### config.mk
export PLATFORM = sky130hd
export DESIGN_NAME = eda_prefactor
export DESIGN_NICKNAME = d
export VERILOG_FILES = /design/src/hw/rtl/eda_pkg.sv /design/src/hw/rtl/eda_prefactor.sv
export SDC_FILE = /design/constraint.sdc
export NUM_CORES = 1
export LEC_CHECK = 0
export BUFFER_PORTS_ARGS = -buffer_cell sky130_fd_sc_hd__buf_2
export CAP_MARGIN = 20
export CORE_MARGIN = 4
export CORE_UTILIZATION = 58
export DETAILED_ROUTE_END_ITERATION = 10
export PLACE_DENSITY = 0.81
export SLEW_MARGIN = 20
export SYNTH_ARGS = -nofsm -noshare
export SYNTH_HDL_FRONTEND = slang
export SYNTH_SLANG_ARGS = --single-unit
### constraint.sdc
create_clock -name clk -period 4.6 [get_ports clk]
set_input_delay 0.23 -clock clk [delete_from_list [all_inputs] [get_ports clk]]
set_output_delay 0.23 -clock clk [all_outputs]
set_load 0.05 [all_outputs]
### src/hw/rtl/eda_pkg.sv
// Shared types, constants and the exponent table of the ellipsoid activation core.
package eda_pkg;

  localparam int FRAC_BITS       = 16;
  localparam int EXP_TABLE_DEPTH = 256;
  localparam int EXP_IDX_BITS    = 8;
  localparam int DIV_BITS        = FRAC_BITS + 8;
  localparam int AD_W            = 33;
  localparam int REM_W           = AD_W + FRAC_BITS;
  localparam int DV_W            = 31 + DIV_BITS;
  localparam int X_W             = 23;
  localparam int E_W             = 17;
  localparam int P_W             = 60;
  localparam int DVD_W           = P_W + FRAC_BITS;
  localparam int EXP_SHIFT_BASE  = 30 - FRAC_BITS;

  localparam logic [28:0]   K_Q28     = 29'd500987569;
  localparam logic [63:0]   LOG2E_Q32 = 64'd6196328019;
  localparam logic [16:0]   LOG2E_QF  =
    17'((LOG2E_Q32 + (64'd1 << (31 - FRAC_BITS))) >> (32 - FRAC_BITS));
  localparam logic [X_W-1:0] X_MAX    = X_W'(64 << FRAC_BITS);
  localparam logic [30:0]   RADIUS_RESET = 31'(1 << FRAC_BITS);
  localparam logic [31:0]   THRESH_RESET = 32'(1 << (FRAC_BITS - 1));

  typedef enum logic [2:0] {
    REG_RADIUS_X   = 3'd0,
    REG_RADIUS_Y   = 3'd1,
    REG_RADIUS_Z   = 3'd2,
    REG_VELOCITY_X = 3'd3,
    REG_VELOCITY_Y = 3'd4,
    REG_VELOCITY_Z = 3'd5,
    REG_THRESHOLD  = 3'd6
  } reg_idx_t;

  typedef enum logic [1:0] {
    PF_IDLE,
    PF_CHECK,
    PF_STEP
  } pf_state_t;

  // Flags that travel down the pipeline next to the data.
  typedef struct packed {
    logic valid;
    logic over;
    logic old;
  } side_t;

  // Prefactor unit status toward the top level.
  typedef struct packed {
    logic           busy;
    logic           big;
    logic [P_W-1:0] p;
  } pf_out_t;

  typedef logic [30:0] exp_table_t [EXP_TABLE_DEPTH];

  // A radius of zero behaves as one LSB.
  function automatic logic [30:0] eff_radius(input logic [30:0] r);
    return (r == 31'd0) ? 31'd1 : r;
  endfunction

  function automatic logic [63:0] isqrt64(input logic [63:0] v);
    logic [63:0] rem;
    logic [63:0] res;
    logic [63:0] bitv;
    rem  = v;
    res  = 64'd0;
    bitv = 64'h4000_0000_0000_0000;
    for (int i = 0; i < 32; i++) begin
      if (rem >= res + bitv) begin
        rem = rem - (res + bitv);
        res = (res >> 1) + bitv;
      end else begin
        res = res >> 1;
      end
      bitv = bitv >> 2;
    end
    return res;
  endfunction

  // Entry i is 2^(-i/DEPTH) in Q30, built from the factors 2^(-2^-k).
  function automatic exp_table_t build_exp_table();
    exp_table_t  tab;
    logic [63:0] fac [24];
    logic [63:0] cc;
    logic [63:0] base;
    logic [63:0] g;
    cc = 64'd1 << 29;
    for (int k = 1; k <= 24; k++) begin
      cc = isqrt64(cc << 30);
      fac[k-1] = cc;
    end
    for (int idx = 0; idx < EXP_TABLE_DEPTH; idx++) begin
      g    = 64'(idx) << (24 - EXP_IDX_BITS);
      base = 64'd1 << 30;
      for (int k = 1; k <= 24; k++) begin
        if (g[24-k]) base = (base * fac[k-1]) >> 30;
      end
      tab[idx] = base[30:0];
    end
    return tab;
  endfunction

  localparam exp_table_t EXP_TABLE = build_exp_table();

endpackage

### src/hw/rtl/eda_prefactor.sv
// Bit-serial divider that rebuilds the Q28 prefactor after a radius write.
module eda_prefactor import eda_pkg::*; (
  input  logic        clk,
  input  logic        rst,
  input  logic        recalc,
  input  logic [30:0] radius [3],
  output pf_out_t     pf
);

  pf_state_t        state, state_next;
  logic [1:0]       lane;
  logic [6:0]       cnt;
  logic [P_W-1:0]   pcur;
  logic             big;
  logic [DVD_W-1:0] dvd;
  logic [30:0]      prem;
  logic [P_W-1:0]   quo;

  logic [30:0]      r_sel;
  logic             big_hit;
  logic [31:0]      trial;
  logic             fits;
  logic [30:0]      prem_next;
  logic             last;
  logic             do_load, do_check, do_step;

  always_comb begin
    r_sel     = eff_radius(radius[lane]);
    big_hit   = {16'b0, pcur} >= {1'b0, r_sel, 44'b0};
    trial     = {prem, dvd[DVD_W-1]};
    fits      = trial >= {1'b0, r_sel};
    prem_next = fits ? 31'(trial - {1'b0, r_sel}) : trial[30:0];
    last      = (cnt == 7'(DVD_W - 1));
  end

  always_comb begin
    state_next = state;
    unique case (state)
      PF_IDLE:  state_next = PF_IDLE;
      PF_CHECK: state_next = big_hit ? PF_IDLE : PF_STEP;
      PF_STEP: begin
        if (last) state_next = (lane == 2'd2) ? PF_IDLE : PF_CHECK;
      end
      default:  state_next = PF_IDLE;
    endcase
    if (recalc) state_next = PF_CHECK;
  end

  always_comb begin
    do_load  = recalc;
    do_check = !recalc && (state == PF_CHECK);
    do_step  = !recalc && (state == PF_STEP);
    pf.busy  = (state != PF_IDLE);
    pf.big   = big;
    pf.p     = pcur;
  end

  always_ff @(posedge clk) begin
    if (rst) begin
      state <= PF_IDLE;
      lane  <= 2'd0;
      cnt   <= 7'd0;
      pcur  <= P_W'(K_Q28);
      big   <= 1'b0;
    end else begin
      state <= state_next;
      if (do_load) begin
        lane <= 2'd0;
        pcur <= P_W'(K_Q28);
        big  <= 1'b0;
      end else if (do_check) begin
        cnt <= 7'd0;
        if (big_hit) big <= 1'b1;
      end else if (do_step) begin
        cnt <= cnt + 7'd1;
        if (last) begin
          pcur <= {quo[P_W-2:0], fits};
          lane <= (lane == 2'd2) ? 2'd0 : lane + 2'd1;
        end
      end
    end
  end

  always_ff @(posedge clk) begin
    if (do_check) begin
      dvd  <= {pcur, {FRAC_BITS{1'b0}}};
      prem <= '0;
    end else if (do_step) begin
      dvd  <= dvd << 1;
      prem <= prem_next;
      quo  <= {quo[P_W-2:0], fits};
    end
  end

endmodule

# Word-level counts from Yosys, hierarchy flattened
# Cells that the tools add are included.
# totals
reg_bits	222
in_bits	96
output_inout_bits	62
wordCells	50
# classes
addsub	3
n_lt_le_gt_ge	3
n_eq_ne	6
muxes	15
n_bitwise	3
reduce_logical	11
# op_table
op	n
$mux 76	2
$mux 31	4
$ge 60x75->1	1
$bmux 31 s2	1
$ge 32x31->1	1
$logic_not 31->1	1
$sub 31x31->31	1
$mux 7	2
$add 7x1->7 const B	1
$eq 7x7->1 const B	1
$mux 2	3
$reduce_and 2->1	3
$eq 2x2->1 const B	2
$pmux 2 s2	1
$reduce_bool 2->1	2
$ge 3x3->1 const B	1
$ne 3x3->1 const B	1
$not 2->3	1
$reduce_and 3->1	1
$add 2x1->2 const B	1
$eq 2x1->1 const B	1
$logic_and 1x1->1	2
$mux 1	2
$ne 2x2->1 const B	1
other kinds (3)	4

# Longest topological paths before layout
# Gate-level depths: netlist of the first run.
# depth
ltp_word	10
mapped_depth	22
mapped_depth_nobuf	17

# Worst setup path after synthesis of the first run
# Ideal clock, no wire load.
# synth_timing
kind	reg2reg
startpoint	reg lane[0]
endpoint	reg prem[24]
setup_time_ns	0.131
arrival_ns	3.754
t_required_ns	4.469
slack_ns	0.715
path_stages_with_launch	21
path_buffers	5
synth_period_minus_slack_ns	3.885
path_cell_list	dfxtp_1 buf_2 nor2b_1 clkbuf_1 clkbuf_1 a21oi_1 nand4_1 nor4_1 nand2b_1 nand2_1 ha_1 fa_1 nand2b_1 a21oi_1 o22ai_4 o21ai_2 o211ai_2 buf_6 buf_4 a32oi_1 o31ai_1
# synth_between
elab_chain_cells	8
word_cells_on_any_way	9
cone_classes	add/sub: 1; order compare: 1; mux: 5; bitwise: 1; reduce/logical: 1
# synth_lines
item	line	rtl
start: declaration	eda_prefactor.sv:11	logic [1:0] lane;
start signal: assignment	eda_prefactor.sv:78	lane <= (lane == 2'd2) ? 2'd0 : lane + 2'd1;
$not 2->3 (not written as such) *	eda_prefactor.sv:28	r_sel = eff_radius(radius[lane]);
$bmux 31 s2 *	eda_prefactor.sv:28	
$mux 31 (not written as such) * (2 in series)	eda_prefactor.sv:28	
$logic_not 31->1	eda_pkg.sv:59	return (r == 31'd0) ? 31'd1 : r;
$mux 31 *	eda_pkg.sv:59	
$sub 31x31->31 / $ge 32x31->1 (equally long branches)	eda_prefactor.sv:32, eda_prefactor.sv:31	
$mux 31 *	eda_prefactor.sv:32	prem_next = fits ? 31'(trial - {1'b0, r_sel}) : trial[30:0];
end signal: assignment	eda_prefactor.sv:90	prem <= prem_next;
end: declaration	eda_prefactor.sv:16	logic [30:0] prem;
# Every way passes the cells marked *; elsewhere a longest branch is shown, timed or not. The select of a mux whose other input is x is not followed.
# A chain may end at the register's enable or synchronous reset.

# Worst setup path after layout of the first run
# layout_timing
startpoint	reg lane[1]
endpoint	reg prem[8]
# Same word-level chain as after synthesis.

==> impl_results.md, run 1 <==
* Final worst setup slack at 0.297 ns
* Most common cell on crit path: a21oi_1
* Starting Density at 59.1%
* Max stage delay on crit path at 0.66 ns
* Final Util at 68.6%
* Die area at 21300 µm²
* Fin. Hold Viols at 0
* Leading area contributor after synthesis: edfxtp_1
* Largest net degree at the start of global routing at 63
* Post-synthesis cell count at 1208
* Mapped Avg Cell Area at 9.15 µm²
* Final min period at 4.30 ns
* Ys async rst share at 0%
* GRT overflow at 0
* Die Wd at 146 µm
* Post-synth EDFFs at 119
* Post-Route Skew at 0.0102 ns
* Leakage at 0.00521 µW
* GRT Total Usage at 26.4%
* TritonRoute pass-1 iters at 6
* Core box area at 18700 µm²
* Final setup vio count at 0
* Sequential element share of the synthesized area at 51.0%
* HPWL after DPL at 20.5 mm
* Placed insts at 1567
* Pwr Density at 318 nW/µm²
* Commonest non-fill, non-tap cell in the layout: nand2_1
* Clock root buffer: clkbuf_16
* Via density per instance at 6.02
* Drt total wl at 29.2 mm
* CTS Buf Count at 22
* Critical Path RT at 4.98 ns
* Slowest CP cell: or4_1
* IO buf count at 157
* Design area at 12800 µm²
* Crit path kind: flop to flop
* FILL cells at 1405
* MaxCap Viol Count at 0
* Ys flop type: edfxtp_1
* CTS H-tree lvls at 1
* Antenna fix cells at 0
* Hold Crit Class: primary input to flop
* Fin cells at 1607
* Simple-gate share of the synthesized area at 20.6%
* Place WS at 0.357 ns
* Yosys top cell area share at 32.3%
* Worst Max-Slew Pin Slew at 0.994 ns
* Die Ht at 146 µm
* Post-route ant nets at 0
* Area share of xor/xnor cells in the synthesized design at 1.98%
* Share of cells above drive strength 1 at 18.1%
* DRT iter0 DRCs at 855
* Via count at 9677
* Clk slew on worst S/H paths at 0.07 ns
* DRC at 0
* # clock sinks at 222
* Proportion of synthesized area in mux cells at 3.26%
* Final Max Tran Viols at 0
* Net Count, Synth at 1356
* Most frequent cells in the layout: nand2_1 (350), buf_2 (157), a21oi_1 (119), edfxtp_1 (119), dfxtp_1 (102)
* Total negative slack at 0 ns
* Period utilization at 93.5%
* Synth-to-Final Area Change at 16.2%
* Routed wire length per instance at 18.2 µm
* Nets at 1505
* Post-synthesis cell type count at 66
* YS warnings at 0
* Setup crit end kind: flop
* Outcome: finished clean
* Crit-path max FO at 22
* Vias in the first global route at 9204
* Clock latency on the worst-skew pair at 0.51 ns
* Combinational family with the most area after synthesis: simple AND/OR/NAND/NOR gates
* Startpoint type of the worst setup path: flop
* Routability cong. at 1.01
* Max-slew headroom at 33.6%
* Initial antenna violation count at 0
* Post-Synth Adder-Cell Area at 5.96%
* CP arrival at 4.68 ns
* DP Area at 12200 µm²
* Top post-synthesis cells by area: edfxtp_1 (32%), dfxtp_1 (19%), nand2_1 (12%)
* Largest delay contributor family on the critical path: simple AND/OR/NAND/NOR gates
* Crit-path cells: buf_12 > mux2i_1 > nor2_1 > a21oi_1 > nand4_1 > or4_1 > nand2b_1 > nand2_1 > ha_1 > fa_1 > nand2b_1 > a21oi_1 > o22ai_4 > o21ai_2 > o211ai_4 > buf_4 > nor2_1 > a21oi_1 > o21ai_1
* Max VDD drop at 0.323 mV
* TritonCTS clock tree: done
* Global-route wire length before repair at 47.1 mm
* Clock Path Buffers at 3
* Num ports at 158
* WP buf/inv at 2
* Yosys reg bits at 222
* RSZ-0062 raised after global routing: no
* Compound-gate portion of the synthesized area at 13.8%
* FMAX at 0.232 GHz
* Rows at 50
* Mapped Area at 11000 µm²
cell families after synthesis:
kind of cell,Yosys count
compound gates,250
xor+xnor,25
fa+ha+maj,52
buf+inv,86
flops,222
mux,36
simple gates,537
worst reg2reg max path: cells and delay by family, from the launching register on:
kind / cells / cell delay [ns]
AOI/OAI and AO/OA: 7 / 1.33
and+or+nand+nor: 7 / 1.38
muxes: 1 / 0.21
DFF: 1 / 0.35
buffers and inverters: 2 / 0.52
adders and majority gates: 2 / 0.39
what timing repair did:
| item | CTS | global route |
|---|---|---|
| setup buffers | 0 | 0 |
| gates resized for setup | 0 | 1 |
| hold buffers | 0 | 0 |
| setup endpoints to repair | 0 | 1 |
metrics by stage:
stage                     power [µW]  hold slack, ns
after floorplan                 2310           0.426
after global placement          2410           0.429
after detailed placement        2420           0.433
after CTS                       4120         0.00789
after global routing            4220          0.0391
final                           4080          0.0278
sequential cells by signal (all words and copies together), names as in the netlist:
signal / flops
lane: 2
dvd: 60
cnt: 7
state: 2
pcur: 60
quo: 59
big: 1
prem: 31
power breakdown:
| part | internal, µW | switching, µW |
|---|---|---|
| Combinational | 104 | 161 |
| Sequential | 2110 | 8.74 |
| Clock | 938 | 763 |
metal layers:
metal  global-route usage [%]  share of wire, %  vias up
met5                        0                 0        -
met4                     6.11               2.1        0
met3                     4.87               8.4       49
met2                     42.4                46      418
met1                     37.7                43     4641
li1                         -                 -     4569
area by class of cell:
class	instances	area [µm²]	area share, %
Clock inverter	10	71.3	0.555
Tap cell	234	293	2.28
Inverter	18	70.1	0.546
Timing Repair Buffer	193	1080	8.42
Clock buffer	30	611	4.76
Multi-Input combinational cell	900	5080	39.5
Sequential cell	222	5640	43.9
cells in the mapped netlist, types with 5 or more instances:
| cell | count |
|---|---|
| or2_2 | 5 |
| nor2_1 | 75 |
| inv_1 | 17 |
| a21o_1 | 10 |
| a21oi_1 | 119 |
| dfxtp_1 | 103 |
| nor4_1 | 9 |
| nor3_1 | 9 |
| o21ai_0 | 31 |
| xor2_1 | 17 |
| nand2_1 | 350 |
| a211oi_1 | 9 |
| o21a_1 | 11 |
| o21ai_1 | 18 |
| nand4_1 | 19 |
| xnor2_1 | 8 |
| mux2i_1 | 36 |
| buf_2 | 7 |
| nand3_1 | 31 |
| edfxtp_1 | 119 |
| ha_1 | 51 |
| and3_1 | 5 |
| nor2b_1 | 5 |
| a32oi_1 | 13 |
| clkbuf_1 | 50 |
| nand2b_1 | 10 |
worst paths after layout:
kind                start      end  slack (ns)  cells past startpoint
setup / recovery  lane[1]  prem[8]        0.30                     19
hold / removal        rst   cnt[2]        0.03                      2
setup reg to reg  lane[1]  prem[8]        0.30                     19
hold reg to reg    quo[7]   quo[8]        0.45                      0
(Power assumes the default switching activity.)
==> inputs of run 2 (changes only) <==
--- a/config.mk
+++ b/config.mk
@@ -7,10 +7,12 @@
 export LEC_CHECK = 0
 export BUFFER_PORTS_ARGS = -buffer_cell sky130_fd_sc_hd__buf_2
 export CAP_MARGIN = 20
+export CELL_PAD_IN_SITES_DETAIL_PLACEMENT = 1
+export CELL_PAD_IN_SITES_GLOBAL_PLACEMENT = 1
 export CORE_MARGIN = 4
-export CORE_UTILIZATION = 58
+export CORE_UTILIZATION = 44
 export DETAILED_ROUTE_END_ITERATION = 10
-export PLACE_DENSITY = 0.81
+export PLACE_DENSITY_LB_ADDON = 0.1
 export SLEW_MARGIN = 20
 export SYNTH_ARGS = -nofsm -noshare
 export SYNTH_HDL_FRONTEND = slang
==> impl_results.md, run 2 (synthesis gave the netlist of run 1 again) <==
* Outcome: finished clean
* Max stage delay on crit path at 0.70 ns (+0.04 ns)
* Worst Max-Slew Pin Slew at 1.05 ns (+0.0513 ns)
* Slowest CP cell: or4_1
* Reg2reg setup slack at 0.37 ns (+0.07 ns)
* Nets at 1499 (-0.40%)
* Drt total wl at 33.6 mm (+15%)
* Clk slew on worst S/H paths at 0.07 ns (about the same)
* Post-route ant nets at 0 (unchanged)
* Pwr Density at 345 nW/µm² (+8.3%)
* TritonCTS clock tree: done
* FILL cells at 2897 (+110%)
* Post-CTS Setup Inserts at 0 (unchanged)
* Max VDD drop at 0.234 mV (-28%)
* Die Ht at 166 µm (+14%)
* # clock sinks at 222 (unchanged)
* Switch Pwr at 1020 µW (+8.8%)
* HPWL after DPL at 23.3 mm (+14%)
* Fin cells at 1693 (+5.4%)
* Crit-path max FO at 28 (+27%)
* Share of cells above drive strength 1 at 17.5% (-0.68 points)
* RSZ-0062 raised after global routing: no
* DRC at 0 (unchanged)
* DRT iter0 DRCs at 550 (-36%)
* Antenna fix cells at 0 (unchanged)
* Placed insts at 1647 (+5.1%)
* Startpoint type of the worst setup path: flop
* Int Pwr at 3480 µW (+10%)
* Power Total at 4490 µW (+10%)
* Num ports at 158 (unchanged)
* IO buf count at 157 (unchanged)
* Crit-path cells: nor2b_2 > buf_4 > a21oi_1 > nand4_1 > or4_1 > nand2b_1 > nand2_1 > ha_1 > fa_1 > nand2b_1 > a21oi_2 > o22ai_4 > o21ai_2 > o211ai_4 > buf_6 > nand2_1 > o31a_1 > o21ai_1
* Die Wd at 166 µm (+14%)
* Register-to-Register Path Depth at 18 (-1)
* Initial antenna violation count at 0 (unchanged)
* Setup crit end kind: flop
* Clock share of power at 47.1% (+5.4 points)
* FMAX at 0.236 GHz (+1.7%)
* Commonest non-fill, non-tap cell in the layout: nand2_1
* CP arrival at 4.70 ns (+0.02 ns)
* Fin. Hold Viols at 0 (unchanged)
* Period utilization at 92.0% (-1.6 points)
* Via density per instance at 5.68 (-5.7%)
* Clock latency on the worst-skew pair at 0.55 ns (+0.04 ns)
* Synth-to-Final Area Change at 18.0%
* Total negative slack at 0 ns (unchanged)
* Post-Route Skew at 0.0119 ns (+0.00171 ns)
* Core box area at 24500 µm² (+31%)
* CTS Buf Count at 25 (+14%)
* Place WS at 0.0942 ns (-0.262 ns)
* Hold path depth at 3 (+1)
* Via count at 9618 (-0.61%)
* Crit path kind: flop to flop
* Fraction of power consumed by sequential logic at 47.1% (-4.7 points)
* Final setup vio count at 0 (unchanged)
* CTS H-tree lvls at 1 (unchanged)
* Critical Path RT at 5.07 ns (+0.09 ns)
* Biggest regs: dvd: 60 flops, pcur: 60 flops, quo: 59 flops
* Final worst setup slack at 0.370 ns (+0.0727 ns)
* MaxCap Viol Count at 0 (unchanged)
* Clock root buffer: clkbuf_16
* Die area at 27700 µm² (+30%)
* Rows at 57 (+14%)
* Min-delay src: recalc
* Hold Crit Class: primary input to flop
* Routability cong. at 0.872 (-14%)
* Final min period at 4.23 ns (-0.0727 ns)
* Hold EP: state[0]
* Multi-input gate area at 5070 µm² (about the same)
* Leakage at 0.00526 µW (+0.81%)
* Reg-to-reg endpoint: prem[10]
* Sw frac at 22.6% (-0.25 points)
* Max-slew headroom at 30.3% (-3.3 points)
* TritonRoute pass-1 iters at 5 (-1)
* GRT overflow at 0 (unchanged)
* R2R Path Start: lane[1]
* Most frequent cells in the layout: nand2_1 (350), buf_2 (157), edfxtp_1 (119)
* Clock Path Buffers at 3 (unchanged)
* Vias in the first global route at 10000 (+8.9%)
* Final Max Tran Viols at 0 (unchanged)
* Largest net degree at the start of global routing at 63 (unchanged)
* Starting Density at 45.0% (-14 points)
* Global-route wire length before repair at 54.1 mm (+15%)
* FF/Latch Area at 5640 µm² (about the same)
* GRT Total Usage at 23.6% (-2.8 points)
* Routed wire length per instance at 19.9 µm (+9.3%)
* Combinational share of power at 5.7% (-0.8 points)
-- run 2: cell count changes in the layout (fill, tap and decap cells not counted), sizes merged --
cell | before | now
buf | 193 | 183
inv | 18 | 19
dlygate4sd3 | 0 | 1
bufinv | 0 | 4
clkbuf | 30 | 33
clkinvlp | 3 | 0
-- run 2: per-layer routing --
metal  part of all wire [%]  GRT usage [%]  vias to the layer above
li1                       -              -                     4550
met3                    5.6           3.27                       38
met5                      0              0                        -
met1                     47           33.4                     4766
met4                    1.3           4.55                        0
met2                     46           39.1                      264
-- run 2: critical path, delay by kind of cell (launching register included) --
kind,cells,cell delay (ns)
buffers and inverters,2,0.46
flip-flops,1,0.53
AO/OA/AOI/OAI,7,1.23
AND/OR/NAND/NOR,7,1.51
adder cells (fa/ha/maj),2,0.38
-- run 2: final cells by class --
cell class,instances,share of cell area (%)
Sequential cell,222,43.2
Multi-Input combinational cell,900,38.9
Timing Repair Buffer,184,7.66
Clock buffer,33,5.26
Tap cell,324,3.11
Clock inverter,12,1.29
Inverter,18,0.537
-- run 2: stage by stage --
stage	area, µm²	util, %	hold slack (ns)
after floorplan	11000	-	0.426
after global placement	12200	49.6	0.429
after detailed placement	12200	49.6	0.433
after CTS	13000	53.1	0.0491
after global routing	13000	53.2	0.0966
final	13000	53.2	0.0680
-- run 2: how the worst max path moves through the flow --
stage,end,from
floorplan,prem[24],lane[0]
global placement,prem[30],lane[1]
detailed placement,prem[6],lane[1]
CTS,prem[10],lane[1]
global route,prem[2],lane[1]
finish,prem[10],lane[1]
-- run 2: power groups by stage --
| stage | Sequential, µW | Combinational (µW) | Clock (µW) |
|---|---|---|---|
| 2_1_floorplan | 2160 | 155 | 0 |
| 3_3_place_gp | 2160 | 250 | 0 |
| 3_5_place_dp | 2160 | 256 | 0 |
| 4_1_cts | 2120 | 259 | 2150 |
| 5_1_grt | 2120 | 290 | 2240 |
| 6_report | 2120 | 258 | 2120 |
-- run 2: repair_timing --
action                     CTS  global route
resized for setup            0             4
hold buffers                 1             0
hold endpoints to repair     4             0
setup endpoints to repair    0            32
==> inputs of run 3 (changes only) <==
--- a/config.mk
+++ b/config.mk
@@ -5,12 +5,13 @@
 export SDC_FILE = /design/constraint.sdc
 export NUM_CORES = 1
 export LEC_CHECK = 0
+export ABC_AREA = 1
 export BUFFER_PORTS_ARGS = -buffer_cell sky130_fd_sc_hd__buf_2
 export CAP_MARGIN = 20
 export CELL_PAD_IN_SITES_DETAIL_PLACEMENT = 1
 export CELL_PAD_IN_SITES_GLOBAL_PLACEMENT = 1
 export CORE_MARGIN = 4
-export CORE_UTILIZATION = 44
+export CORE_UTILIZATION = 43
 export DETAILED_ROUTE_END_ITERATION = 10
 export PLACE_DENSITY_LB_ADDON = 0.1
 export SLEW_MARGIN = 20
==> impl_results.md, run 3 <==
* Outcome: finished clean
* Die Wd at 176 µm (+5.5%)
* Worst path depth at 28 (+10)
* CTS H-tree lvls at 1 (unchanged)
* Vias in the first global route at 11700 (+16%)
* Setup crit start: lane[1]
* Reg2reg setup slack at 0.58 ns (+0.21 ns)
* Startpoint type of the worst setup path: flop
* DRT iter0 DRCs at 590 (+7.3%)
* Via count at 11200 (+16%)
* Setup crit end kind: flop
* Most common cell on crit path: nand2_1
* Slowest CP cell: dfxtp_1
* Die area at 30900 µm² (+11%)
* Total negative slack at 0 ns (unchanged)
* Crit-path max FO at 35 (+25%)
* Final Max Tran Viols at 0 (unchanged)
* WP buf/inv at 4 (+2)
* Yosys reg bits at 222 (unchanged)
* Top post-synthesis cells by area: edfxtp_1 (30%), nand2_1 (18%), dfxtp_1 (17%)
* Hold Crit Class: primary input to flop
* Routed wire length per instance at 17.9 µm (-9.6%)
* Clock root buffer: clkbuf_16
* Ys flop type: edfxtp_1
* FMAX at 0.249 GHz (+5.2%)
* Worst Max-Slew Pin Slew at 0.650 ns (-0.396 ns)
* DRC at 0 (unchanged)
* HPWL after DPL at 29.2 mm (+25%)
* Final setup vio count at 0 (unchanged)
* Core box area at 27800 µm² (+13%)
* CP arrival at 4.51 ns (-0.19 ns)
* Largest delay contributor family on the critical path: simple AND/OR/NAND/NOR gates
* R2R Path Start: lane[1]
* Yosys top cell area share at 29.6% (-2.8 points)
* MaxCap Viol Count at 0 (unchanged)
* YS warnings at 0 (unchanged)
* Period utilization at 87.4% (-4.5 points)
* Crit path kind: flop to flop
* Share of cells above drive strength 1 at 15.1% (-2.4 points)
* Mapped Avg Cell Area at 7.44 µm² (-19%)
* TritonCTS clock tree: done
* Max-slew headroom at 56.6% (+26 points)
* Antenna fix cells at 0 (unchanged)
* Final Util at 50.9% (-2.2 points)
* Synth-to-Final Area Change at 17.0%
* Most frequent cells after synthesis: nand2_1 (585), nor2_1 (234), inv_1 (165)
* Sequential element share of the synthesized area at 46.6% (-4.4 points)
* Post-route ant nets at 0 (unchanged)
* Routability cong. at 0.932 (+6.8%)
* Most frequent cells in the layout: nand2_1 (584), nor2_1 (230), inv_1 (163)
* Die Ht at 176 µm (+5.5%)
* Global-route wire length before repair at 61.9 mm (+15%)
* Max VDD drop at 0.238 mV (+1.8%)
* Pwr Density at 318 nW/µm² (-7.7%)
* GRT overflow at 0 (unchanged)
* Num ports at 158 (unchanged)
* Net Count, Synth at 1772 (+31%)
* Clk slew on worst S/H paths at 0.06 ns (about the same)
* Nets at 1924 (+28%)
* Starting Density at 43.5% (-1.5 points)
* Fin. Hold Viols at 0 (unchanged)
* Ys async rst share at 0% (unchanged)
* Commonest non-fill, non-tap cell in the layout: nand2_1
* Clock Path Buffers at 3 (unchanged)
* Biggest regs: dvd: 60 flops, pcur: 60 flops, quo: 59 flops
* Post-synthesis cell type count at 45 (-32%)
* Via density per instance at 5.14 (-9.5%)
* Max stage delay on crit path at 0.43 ns (-0.27 ns)
* Post-synth EDFFs at 119 (unchanged)
* Clock latency on the worst-skew pair at 0.54 ns (about the same)
* Top-count cell post-synth: nand2_1
* CTS Buf Count at 25 (unchanged)
* Post-CTS Resized at 0 (unchanged)
* Initial antenna violation count at 0 (unchanged)
* Leakage at 0.00655 µW (+25%)
* Mapped Area at 12100 µm² (+9.4%)
* Register-to-Register Path Depth at 28 (+10)
* Rows at 61 (+7.0%)
* Post-synthesis cell count at 1624 (+34%)
* IO buf count at 157 (unchanged)
* Drt total wl at 39.0 mm (+16%)
* Leading area contributor after synthesis: edfxtp_1
* # clock sinks at 222 (unchanged)
* Reg-to-reg endpoint: prem[28]
* Critical Path RT at 5.08 ns (about the same)
* GRT Total Usage at 24.9% (+1.3 points)
* Post-Route Skew at 0.0149 ns (+0.00302 ns)
* Setup crit end: prem[28]
* Final min period at 4.02 ns (-0.208 ns)
* FILL cells at 3582 (+24%)
* Largest net degree at the start of global routing at 58 (-7.9%)
* TritonRoute pass-1 iters at 5 (unchanged)
* RSZ-0062 raised after global routing: no
-- run 3: cell types whose count changed in the layout (fill, tap and decap cells not counted), moves of 12 or more --
| cell | previous run | this run |
|---|---|---|
| a32oi_1 | 13 | 0 |
| nand2_1 | 350 | 584 |
| o21ai_0 | 31 | 67 |
| nor2_2 | 0 | 12 |
| nor2_1 | 74 | 230 |
| a21oi_1 | 118 | 51 |
| nand3_1 | 31 | 76 |
| xor2_1 | 17 | 5 |
| mux2i_1 | 36 | 0 |
| inv_1 | 15 | 163 |
-- run 3: worst min-delay path by stage --
stage	startpoint	to	slack [ns]	cells after the start
6_report	recalc	state[0]	0.05	3
3_3_place_gp	quo[2]	quo[3]	0.42	0
3_5_place_dp	quo[51]	quo[52]	0.43	0
2_1_floorplan	rst	cnt[1]	0.30	1
4_1_cts	recalc	state[0]	0.04	3
5_1_grt	recalc	state[0]	0.05	3
-- run 3: what timing repair did --
item,in CTS,in global routing
endpoints found under the hold margin,3,0
hold buffers,1,0
setup endpoints to repair,0,10
buffers inserted,0,1
-- run 3: where the power goes --
group | switching (µW) | total (µW) | internal, µW
clock network | 858 | 2080 | 1230
logic | 194 | 297 | 103
registers | 9.67 | 2120 | 2110
-- run 3: cell families after synthesis --
logic type / share of synthesized area (%)
AOI/OAI and AO/OA: 7.97
and+or+nand+nor: 31.4
buffers and inverters: 7.66
DFF: 46.6
xor gates and xnor gates: 0.869
adders and majority gates: 5.44
-- run 3: metal layers --
layer  GRT usage [%]  wire (µm)  vias to the layer above
li1                -          -                     5493
met1            31.4      16800                     5400
met2            44.2      19500                      192
met3            3.19       1470                       84
met4            8.12       1310                        0
met5               0          0                        -
-- run 3: final cells by class --
| cell class | count | area [µm²] | share of cell area, % |
|---|---|---|---|
| multi-input cells | 1175 | 5560 | 39.3 |
| inverters | 175 | 658 | 4.65 |
| flip-flops and latches | 222 | 5640 | 39.8 |
| repair buffers | 177 | 963 | 6.81 |
| clock inverters | 16 | 185 | 1.31 |
| clock buffers | 30 | 674 | 4.77 |
| well taps | 378 | 473 | 3.34 |
-- run 3: tightest hold or removal path: stages --
cell and delay [ns]:
buf_2 0.16, inv_1 0.07, a31oi_1 0.07
-- run 3: stage by stage --
step / hold WS (ns) / cells / power (µW) / setup slack (ns) / instance area (µm²)
floorplan: 0.299 / 1624 / 2330 / 1.56 / 12100
global placement: 0.425 / 2125 / 2450 / 0.655 / 13300
detailed placement: 0.429 / 2125 / 2460 / 0.374 / 13300
CTS: 0.0354 / 2172 / 4550 / 0.346 / 14100
global route: 0.0494 / 2173 / 4670 / 0.114 / 14200
finish: 0.0462 / 2173 / 4500 / 0.578 / 14200
